`src/sv/halfpel_motion_compensation_assert.svh`:
```
// Assertion macros for the half-pel motion compensation block.
// Used by halfpel_motion_compensation.sv; needs i_clk and i_rst_n in scope.
`ifndef HALFPEL_MOTION_COMPENSATION_ASSERT_SVH
`define HALFPEL_MOTION_COMPENSATION_ASSERT_SVH

`ifndef NO_ASSERTIONS

// Same-cycle implication, checked outside reset.
`define HPMC_ASSERT_IMP(label, ante, cons) \
    label: assert property (@(posedge i_clk) disable iff (!i_rst_n) (ante) |-> (cons)) \
        else $error("hpmc: same-cycle check failed");

// Next-cycle implication, checked outside reset.
`define HPMC_ASSERT_NEXT(label, ante, cons) \
    label: assert property (@(posedge i_clk) disable iff (!i_rst_n) (ante) |=> (cons)) \
        else $error("hpmc: next-cycle check failed");

`else

`define HPMC_ASSERT_IMP(label, ante, cons)
`define HPMC_ASSERT_NEXT(label, ante, cons)

`endif

`endif

```
`src/sv/hpmc_pkg.sv`:
```
// Package for the half-pel motion compensation block.
// Holds block sizes, field widths and configuration register indexes.
`timescale 1ns / 1ps

package hpmc_pkg;

    // Block and window geometry.
    localparam int MAX_BLOCK   = 16;
    localparam int CHROMA_SIZE = 8;
    localparam int ROW_DEPTH   = MAX_BLOCK + 1;
    localparam int COL_W       = $clog2(ROW_DEPTH);
    localparam int PIX_W       = 8;

    // Configuration register indexes.
    typedef enum logic [1:0] {
        CFG_HALF_X      = 2'd0,
        CFG_HALF_Y      = 2'd1,
        CFG_AVERAGE     = 2'd2,
        CFG_CHROMA      = 2'd3
    } t_cfg_idx;

endpackage

```
`src/sv/halfpel_motion_compensation.sv`:
```
// Half-pel motion compensation, one result register: one reference pixel per clock
// unless the output stalls. A result word reaches the master side in the cycle after
// its input is accepted; the line buffer is read one column ahead of the stream.
// Reset (synchronous, active low) clears configuration, counters, neighbor pixels and the
// line buffer valid bits; an entry never written reads as zero. No clearing pass is needed.
`timescale 1ns / 1ps

module halfpel_motion_compensation
    import hpmc_pkg::*;
(
    input  logic                 i_clk,
    input  logic                 i_rst_n,
    // Configuration write port.
    input  logic                 i_cfg_we,
    input  logic [1:0]           i_cfg_idx,
    input  logic                 i_cfg_data,
    // Slave side.
    input  logic                 s_axis_tvalid,
    output logic                 s_axis_tready,
    input  logic [2*PIX_W-1:0]   s_axis_tdata,   // [7:0] src_pixel, [15:8] prior_pixel
    // Master side.
    output logic                 m_axis_tvalid,
    input  logic                 m_axis_tready,
    output logic [PIX_W-1:0]     m_axis_tdata,   // [7:0] pred_pixel
    output logic                 m_axis_tlast    // last
);

    // Configuration registers.
    logic r_half_x, r_half_y, r_average, r_chroma;

    // Stream position and neighbor pixels.
    logic [COL_W-1:0] r_col, n_col;
    logic [COL_W-1:0] r_row, n_row;
    logic [PIX_W-1:0] r_left, r_upper_left;

    // Line buffer with one valid bit per column.
    logic [PIX_W-1:0]     r_line_mem [ROW_DEPTH];
    logic [ROW_DEPTH-1:0] r_line_vld;
    logic [PIX_W-1:0]     r_above_raw;
    logic                 r_above_vld;

    // Output register.
    logic             r_out_valid;
    logic [PIX_W-1:0] r_out_pixel;
    logic             r_out_last;

    logic             w_accept;
    logic [PIX_W-1:0] w_src, w_prior, w_above;
    logic [COL_W:0]   w_width, w_height;
    logic             w_end_col, w_end_row, w_emit;
    logic [PIX_W+1:0] w_sum;
    logic [PIX_W-1:0] w_interp;
    logic [PIX_W:0]   w_avg_sum;
    logic [PIX_W-1:0] w_pred;

    assign w_src   = s_axis_tdata[PIX_W-1:0];
    assign w_prior = s_axis_tdata[2*PIX_W-1:PIX_W];

    // The output register frees up whenever its word is taken.
    assign s_axis_tready = !r_out_valid || m_axis_tready;
    assign w_accept      = s_axis_tvalid && s_axis_tready;

    // Window size and position flags for the current pixel.
    always_comb begin
        w_width   = (COL_W+1)'(r_chroma ? CHROMA_SIZE : MAX_BLOCK) + (COL_W+1)'(r_half_x);
        w_height  = (COL_W+1)'(r_chroma ? CHROMA_SIZE : MAX_BLOCK) + (COL_W+1)'(r_half_y);
        w_end_col = ({1'b0, r_col} + (COL_W+1)'(1)) >= w_width;
        w_end_row = ({1'b0, r_row} + (COL_W+1)'(1)) >= w_height;
        w_emit    = (r_col >= COL_W'(r_half_x)) && (r_row >= COL_W'(r_half_y));
    end

    // Next column and row; the line buffer is read at the next column.
    always_comb begin
        n_col = r_col;
        n_row = r_row;
        if (w_accept) begin
            if (w_end_col) begin
                n_col = '0;
                n_row = w_end_row ? '0 : r_row + COL_W'(1);
            end else begin
                n_col = r_col + COL_W'(1);
            end
        end
    end

    // Interpolation and optional averaging with the prior destination pixel.
    always_comb begin
        w_above = r_above_vld ? r_above_raw : '0;
        w_sum   = '0;
        if (r_half_x && r_half_y) begin
            w_sum    = (PIX_W+2)'(r_upper_left) + (PIX_W+2)'(w_above) + (PIX_W+2)'(r_left)
                     + (PIX_W+2)'(w_src) + (PIX_W+2)'(2);
            w_interp = w_sum[PIX_W+1:2];
        end else if (r_half_x) begin
            w_sum    = (PIX_W+2)'(r_left) + (PIX_W+2)'(w_src) + (PIX_W+2)'(1);
            w_interp = w_sum[PIX_W:1];
        end else if (r_half_y) begin
            w_sum    = (PIX_W+2)'(w_above) + (PIX_W+2)'(w_src) + (PIX_W+2)'(1);
            w_interp = w_sum[PIX_W:1];
        end else begin
            w_interp = w_src;
        end
        w_avg_sum = (PIX_W+1)'(w_interp) + (PIX_W+1)'(w_prior) + (PIX_W+1)'(1);
        w_pred    = r_average ? w_avg_sum[PIX_W:1] : w_interp;
    end

    // Configuration, counters, valid bits and output control.
    always_ff @(posedge i_clk) begin
        if (!i_rst_n) begin
            r_half_x     <= 1'b0;
            r_half_y     <= 1'b0;
            r_average    <= 1'b0;
            r_chroma     <= 1'b0;
            r_col        <= '0;
            r_row        <= '0;
            r_left       <= '0;
            r_upper_left <= '0;
            r_line_vld   <= '0;
            r_above_vld  <= 1'b0;
            r_out_valid  <= 1'b0;
        end else begin
            if (i_cfg_we) begin
                unique case (t_cfg_idx'(i_cfg_idx))
                    CFG_HALF_X:  r_half_x  <= i_cfg_data;
                    CFG_HALF_Y:  r_half_y  <= i_cfg_data;
                    CFG_AVERAGE: r_average <= i_cfg_data;
                    CFG_CHROMA:  r_chroma  <= i_cfg_data;
                    default: ;
                endcase
            end
            r_col       <= n_col;
            r_row       <= n_row;
            r_above_vld <= r_line_vld[n_col];
            if (w_accept) begin
                r_left            <= w_src;
                r_upper_left      <= w_above;
                r_line_vld[r_col] <= 1'b1;
            end
            if (w_accept && w_emit) begin
                r_out_valid <= 1'b1;
            end else if (m_axis_tready) begin
                r_out_valid <= 1'b0;
            end
        end
    end

    // Line buffer: written at the current column, read one column ahead.
    always_ff @(posedge i_clk) begin
        if (w_accept) begin
            r_line_mem[r_col] <= w_src;
        end
        r_above_raw <= r_line_mem[n_col];
    end

    // Output payload.
    always_ff @(posedge i_clk) begin
        if (w_accept && w_emit) begin
            r_out_pixel <= w_pred;
            r_out_last  <= w_end_col && w_end_row;
        end
    end

    assign m_axis_tvalid = r_out_valid;
    assign m_axis_tdata  = r_out_pixel;
    assign m_axis_tlast  = r_out_last;

`include "halfpel_motion_compensation_assert.svh"

    // The column never leaves the line buffer.
    `HPMC_ASSERT_IMP(a_col_range, 1'b1, r_col < COL_W'(ROW_DEPTH))
    // A pixel that completes an output position yields a word next cycle.
    `HPMC_ASSERT_NEXT(a_emit_out, w_accept && w_emit, m_axis_tvalid)
    // The final pixel of the window returns the position to the origin.
    `HPMC_ASSERT_NEXT(a_wrap, w_accept && w_end_col && w_end_row, r_col == '0 && r_row == '0)

endmodule
```
`config.mk`:
```
export PLATFORM = sky130hd
export DESIGN_NAME = halfpel_motion_compensation
export DESIGN_NICKNAME = d
export VERILOG_FILES = /design/src/sv/hpmc_pkg.sv /design/src/sv/halfpel_motion_compensation.sv
export VERILOG_INCLUDE_DIRS = /design/src /design/src/sv
export SDC_FILE = /design/constraint.sdc
export NUM_CORES = 1
export LEC_CHECK = 0
export CORE_ASPECT_RATIO = 1.1
export CORE_MARGIN = 2
export CORE_UTILIZATION = 55
export DETAILED_ROUTE_END_ITERATION = 10
export DONT_BUFFER_PORTS = 1
export PLACE_DENSITY = 0.7
export SLEW_MARGIN = 20
export SYNTH_ARGS = -nofsm -noshare
export SYNTH_HDL_FRONTEND = slang
export SYNTH_SLANG_ARGS = --single-unit
```
`constraint.sdc`:
```
create_clock -name i_clk -period 5.67 [get_ports i_clk]
set_input_delay 0.567 -clock i_clk [delete_from_list [all_inputs] [get_ports i_clk]]
set_output_delay 0.567 -clock i_clk [all_outputs]
set_load 0.05 [all_outputs]
```
* Word level (Yosys, flattened, before mapping)
Memories as Yosys holds them, arrays and structs flattened. A register that Yosys moved wholly into a read port is not among the register bits.
Cells that the tools add are included.
** Cells by class
- Add/sub/neg operators :: 16
- Magnitude comparators :: 7
- Eq/ne operators :: 3
- Multiplexer cells :: 17
- Bitwise operators :: 1
- Reduce and logical (&&, ||, !) cells :: 15
** Operators with widths (number)
- $mux 8 :: 5
- $add 8x8->9 :: 4
- $add 9x1->9 const B :: 3
- $mux 5 :: 4
- $or 17x17->17 :: 1
- $add 5x1->6 const B :: 2
- $ge 6x6->1 :: 2
- $lt 5x6->1 const B :: 2
- $add 10x2->10 const B :: 1
- $add 10x8->10 :: 1
- $add 5x1->5 const B :: 2
- $add 9x8->10 :: 1
- $ge 5x1->1 :: 2
- $reduce_and 2->1 :: 5
- $add 5x1->6 :: 1
- $add 6x1->6 :: 1
- $logic_and 1x1->1 :: 6
- $mux 1 :: 6
- $bmux 1 s5 :: 1
- $demux 1 s5 :: 1
- $ge 5x1->1 const B :: 1
- $eq 2x2->1 const B :: 2
- $eq 2x1->1 const B :: 1
- $logic_not 2->1 :: 1
- other kinds (3) :: 3
** Storage, ports and cells
- Register bits :: 58
- RAM bits :: 136
- Input bits :: 24
- Output and inout port bits :: 11
- Memories kept :: 1
** Memories
- r_line_mem :: depth 17, bits a word 8, rd ports 1, clocked after Yosys merged registers in 1, write ports 1, line halfpel_motion_compensation.sv:37 : logic [PIX_W-1:0] r_line_mem [ROW_DEPTH];

* Logic depth before layout (Yosys ltp)
- Depth after elaboration :: 9
- Mapped depth :: 18

* Worst setup path before layout
No wires, ideal clock.
- Path type :: input to register
- Start point :: input s_axis_tdata[2]
- End point :: register r_out_pixel[4] (netlist: m_axis_tdata[4]), data pin
- Library setup time :: 0.260 ns
- Arrival time :: 4.479 ns
- Path slack :: 0.931 ns
- Stages on the path :: 16
- Cell sequence :: inv_1 fa_1 fa_1 inv_1 ha_1 a21oi_1 a21oi_1 or3_1 xor2_1 mux4_2 ha_1 nand4_1 a21oi_1 a2111oi_0 xnor2_1 mux2_2
** Between the ends
- Longest elaborated chain between the ends :: 8
- Elaborated cells on any way between the ends :: 12
- Those cells by class :: add/sub: 8; mux: 4
** Ends and longest elaborated chain
- from (decl) :: line halfpel_motion_compensation.sv:20 : input logic [2*PIX_W-1:0] s_axis_tdata,
- $add 8x8->9 :: line halfpel_motion_compensation.sv:98 : w_sum = (PIX_W+2)'(w_above) + (PIX_W+2)'(w_src) + (PIX_W+2)'(1);
- $add 9x1->9 :: line halfpel_motion_compensation.sv:98
- $mux 8 :: line halfpel_motion_compensation.sv:97 : end else if (r_half_y) begin
- $mux 8 :: line halfpel_motion_compensation.sv:94 : end else if (r_half_x) begin
- $mux 8 * :: line halfpel_motion_compensation.sv:90 : if (r_half_x && r_half_y) begin
- $add 8x8->9 :: line halfpel_motion_compensation.sv:103 : w_avg_sum = (PIX_W+1)'(w_interp) + (PIX_W+1)'(w_prior) + (PIX_W+1)'(1);
- $add 9x1->9 :: line halfpel_motion_compensation.sv:103
- $mux 8 * :: line halfpel_motion_compensation.sv:104 : w_pred = r_average ? w_avg_sum[PIX_W:1] : w_interp;
- via w_pred[4] :: line halfpel_motion_compensation.sv:54 : logic [PIX_W-1:0] w_pred;
- to (signal assigned) :: line halfpel_motion_compensation.sv:158 : r_out_pixel <= w_pred;
- to (decl) :: line halfpel_motion_compensation.sv:44 : logic [PIX_W-1:0] r_out_pixel;
Mark *: on every way through the listed nets, which the timed path passes. The rest lies on a longest branch.
A chain may end at the register's enable or synchronous reset.

* Worst setup path in the final report
- Start point :: register r_left[2]
- End point :: register r_out_pixel[4] (netlist: m_axis_tdata[4]), data pin
** Between the ends
- Longest elaborated chain between the ends :: 7
- Elaborated cells on any way between the ends :: 10
- Those cells by class :: add/sub: 7; mux: 3
** Ends and longest elaborated chain
- from (decl) :: line halfpel_motion_compensation.sv:34 : logic [PIX_W-1:0] r_left, r_upper_left;
- from (signal assigned) :: line halfpel_motion_compensation.sv:135 : r_left <= w_src;
- $add 9x8->10 / $add 8x8->9 (equally long branches) :: line halfpel_motion_compensation.sv:91, halfpel_motion_compensation.sv:95
- $add 10x8->10 / $add 9x1->9 (equally long branches) :: line halfpel_motion_compensation.sv:92, halfpel_motion_compensation.sv:95
- $add 10x2->10 / $mux 8 (equally long branches) :: line halfpel_motion_compensation.sv:92, halfpel_motion_compensation.sv:94
- $mux 8 * :: line halfpel_motion_compensation.sv:90
- $add 8x8->9 :: line halfpel_motion_compensation.sv:103
- $add 9x1->9 :: line halfpel_motion_compensation.sv:103
- $mux 8 * :: line halfpel_motion_compensation.sv:104
- via w_pred[4] :: line halfpel_motion_compensation.sv:54
Marked as above.

==> impl_results.md <==
- Buf/Inv on CP: 2
- Min-delay worst type: in2reg
- Die width: 134.1 um
- N_diodes: 0
- Layout Cells excl Fill: between 1000 and 1500
- Largest net degree at the start of global routing: 47
- Crit. End Element: flip-flop
- CORE AREA: 0.01835 mm^2
- Worst-Margin Slew: 1.111 ns
- Initial antenna violation count: 0
- Max clock buf depth: 3
- Setup TNS: 0 ns
- Clock skew: around 0.008 ns
- DR WL met3: 1061 um
- Initial Util: 0.5582
- Layout area overhead: 7.953%
- WP data required: 5.93 ns
- Mapped Area: just over 0.01 mm^2
- Clk pin slew, worst setup/hold paths: 0.07 ns
- Synth warn: 0
- Post-Place Setup Slack: 0.5661 ns
- Instance area at placement: ~0.010 mm^2
- All-layer global routing usage: 0.2314
- Antenna-violating nets left: 0
- Final period util: 0.8619
- Met2 wire length: around 11000 um
- Total grt overflow: 0
- DIE AREA: 0.01973 mm^2
- Maximum clock frequency: 204.6 MHz
- CTS Buf Count: 21
- Placement Rows: 52
- CP startpoint kind: flip-flop
- CTS tree: yes
- Synth cell types: 77
- Top_reg_cell synth: edfxtp_1
- Die H: 147.1 um
- Max Fanout on Critical Path: 4
- Number of synthesized register bits: 202
- Final Max Tran Viols: 0
- Final setup viols: 0
- Final #Nets: between 900 and 1000
- Peak supply drop: roughly 0.27 mV
- Synthesized Nets: 944
- DP HPWL: between 15000 and 20000 um
- Placed Instances: 1073
- Top delay family on crit path: adder cells
- Synthesized instance count: 857
- Post-CTS Setup Bufs: 0
- DRC: 0
- Relative slew margins: 0.2591
- Area leader, netlist: edfxtp_1
- Hold_buf cts: 0
- Worst path max stage delay: 0.53 ns
- Layout cells sized above 1: 0.07143
- Most frequent CP cell: a21oi_1
- Final GP Congestion: a little under 0.9
- Fillers: between 1000 and 1500
- Router iterations before antenna repair: 5
- Vias in the first global route: 6684
- Worst setup path class: reg2reg
- Top cells by area, synth: edfxtp_1 (43%), dfxtp_1 (11%), mux2i_1 (7.8%)
- PnR worst setup slack: 0.7831 ns
- Synth async-reset ratio: 0
- DR vias: between 6000 and 7000
- Design Area, Final: 0.01106 mm^2
- Post-synthesis area per instance: ~12 um^2
- Vias/cell: approximately 6.0
- Status: finished, final reports clean
- Register area share after synthesis: 0.5365
- Slowest cell on crit path: a2111oi_0
- Share of the synthesized area in the top cell type: 0.4251
- Clk sinks: 202
- Maxcap violations: 0
- H-tree Lvls: 1
- Crit-path cells: inv_1 -> fa_1 -> fa_1 -> inv_1 -> ha_1 -> a21oi_1 -> a21oi_1 -> or3_1 -> xor2_1 -> mux4_2 -> ha_1 -> nand4_1 -> a21oi_1 -> a2111oi_0 -> xnor2_1 -> mux2_2
- Unrepaired setup endpoints after global routing: false
- Wire length on met1: 9922 um
- Minimum clock period: 4.887 ns
- Leakage: 4.150 nW
- EDFF count, synth: 145
- Critical Path AT: 5.14 ns
- Wire per inst: about 20 um
- Root buffer cell: clkbuf_16
- First-pass GRT wire length: 35800 um
- Input/output buffers: 0
- IO Pins: 35
- DRT Wirelength: 22290 um
- Clk_lat worst skew: approximately 0.50 ns
- Highest Signal Layer: met4
- Post-CTS sizing: 0
- Initial DRC Count: 513
- Pwr/cell area: slightly above 300 mW/mm^2
- Final Hold Vio Count: 0
==> sequential cells by signal, summed over array words and instances (netlist names) <==
name and count:
r_row 5, r_chroma 1, r_above_raw 8, r_line_vld 17
r_average 1, r_left 8, m_axis_tlast 1, r_col 5
r_upper_left 8, m_axis_tvalid 1, r_above_vld 1, r_half_x 1
r_half_y 1, m_axis_tdata 8, r_line_mem 136
==> Yosys cell counts, types with 6 or more instances <==
| master | n |
|---|---|
| nand2_1 | 93 |
| a21o_1 | 7 |
| inv_1 | 60 |
| nor3_1 | 14 |
| o22a_1 | 8 |
| o21ai_0 | 7 |
| mux2i_1 | 80 |
| fa_1 | 18 |
| xnor2_1 | 15 |
| buf_2 | 7 |
| a221oi_1 | 8 |
| edfxtp_1 | 145 |
| a21oi_1 | 39 |
| dfxtp_1 | 57 |
| clkbuf_1 | 10 |
| a32oi_1 | 9 |
| and2_1 | 6 |
| o21a_1 | 11 |
| nor2_1 | 77 |
| ha_1 | 45 |
| xor2_1 | 9 |
| nand3_1 | 20 |
| a32o_1 | 8 |
==> where the power goes <==
part,switching [mW],internal [mW]
Sequential,0.0479,1.62
Combinational,0.243,0.184
Clock,0.568,0.773
==> placed cells by master (no fill, tap or decap), types with 3 or more instances in the layout <==
cell type / netlist / final
a211oi_1: 5 / 5
a21o_1: 7 / 7
a21oi_1: 39 / 39
a221oi_1: 8 / 8
a32o_1: 8 / 8
a32oi_1: 9 / 9
and2_1: 6 / 6
buf_4: 2 / 4
clkbuf_16: 0 / 21
clkinv_1: 1 / 7
clkinvlp_4: 0 / 3
dfxtp_1: 57 / 57
edfxtp_1: 145 / 145
fa_1: 18 / 18
ha_1: 45 / 45
inv_1: 60 / 60
mux2i_1: 80 / 80
mux4_2: 5 / 5
nand2_1: 93 / 93
nand2b_1: 4 / 4
nand3_1: 20 / 20
nand3b_1: 3 / 3
nand4_1: 3 / 3
nor2_1: 77 / 77
nor2b_1: 3 / 3
nor3_1: 14 / 14
nor3_4: 3 / 3
o211ai_1: 4 / 4
o21a_1: 11 / 11
o21ai_0: 7 / 6
o22a_1: 8 / 8
or3_1: 3 / 3
xnor2_1: 15 / 15
xor2_1: 9 / 9
==> cell families after synthesis <==
logic type / synth area share
flops: 0.5365
xor+xnor: 0.02052
buf+inv: 0.04410
fa+ha+maj: 0.09015
simple gates: 0.1186
mux: 0.09138
compound gates: 0.09871
==> per-stage QoR <==
stage               power (mW)    util  hold WS (ns)
finish                   3.437  0.6026        0.1648
floorplan                2.040       -        0.4351
global route             3.562  0.6026        0.1508
global placement         2.113  0.5655        0.4429
detailed placement       2.123  0.5655        0.4488
CTS                      3.455  0.6017        0.1477
==> per-layer routing <==
layer,GRT usage,vias up
met4,0.06105,0
met5,0,-
li1,-,3103
met2,0.3815,168
met1,0.3256,3313
met3,0.03175,41
==> worst reg2reg max path, delay by kind of cell (launching register included) <==
family / cells / cell delay [ns]
xor+xnor: 2 / 0.28
compound gates: 4 / 0.92
buf+inv: 2 / 0.11
mux: 2 / 0.79
simple gates: 2 / 0.51
flops: 1 / 0.36
fa+ha+maj: 4 / 1.68
==> final timing paths <==
| path | start | endpoint | slack [ns] | cells past startpoint |
|---|---|---|---|---|
| setup / recovery | r_left[2]$_SDFFE_PN0P_ | m_axis_tdata[4]$_DFFE_PP_ | 0.78 | 16 |
| hold / removal | s_axis_tdata[4] | r_line_mem[4][4]$_DFFE_PP_ | 0.16 | 0 |
| setup reg to reg | r_left[2]$_SDFFE_PN0P_ | m_axis_tdata[4]$_DFFE_PP_ | 0.78 | 16 |
| hold reg to reg | r_upper_left[5]$_SDFFE_PN0P_ | r_upper_left[5]$_SDFFE_PN0P_ | 0.46 | 2 |
==> area by class of cell <==
class	instances	area [um^2]	share of cell area
tap	243	304.0	0.02750
clock inverter	15	132.6	0.01199
inverter	64	242.7	0.02195
sequential	202	5495	0.4970
clock buffer	23	533.0	0.04821
timing repair buffer	4	30.03	0.002716
multi-input combinational	560	4319	0.3906
Note: power is estimated with default switching activity, not from simulation.
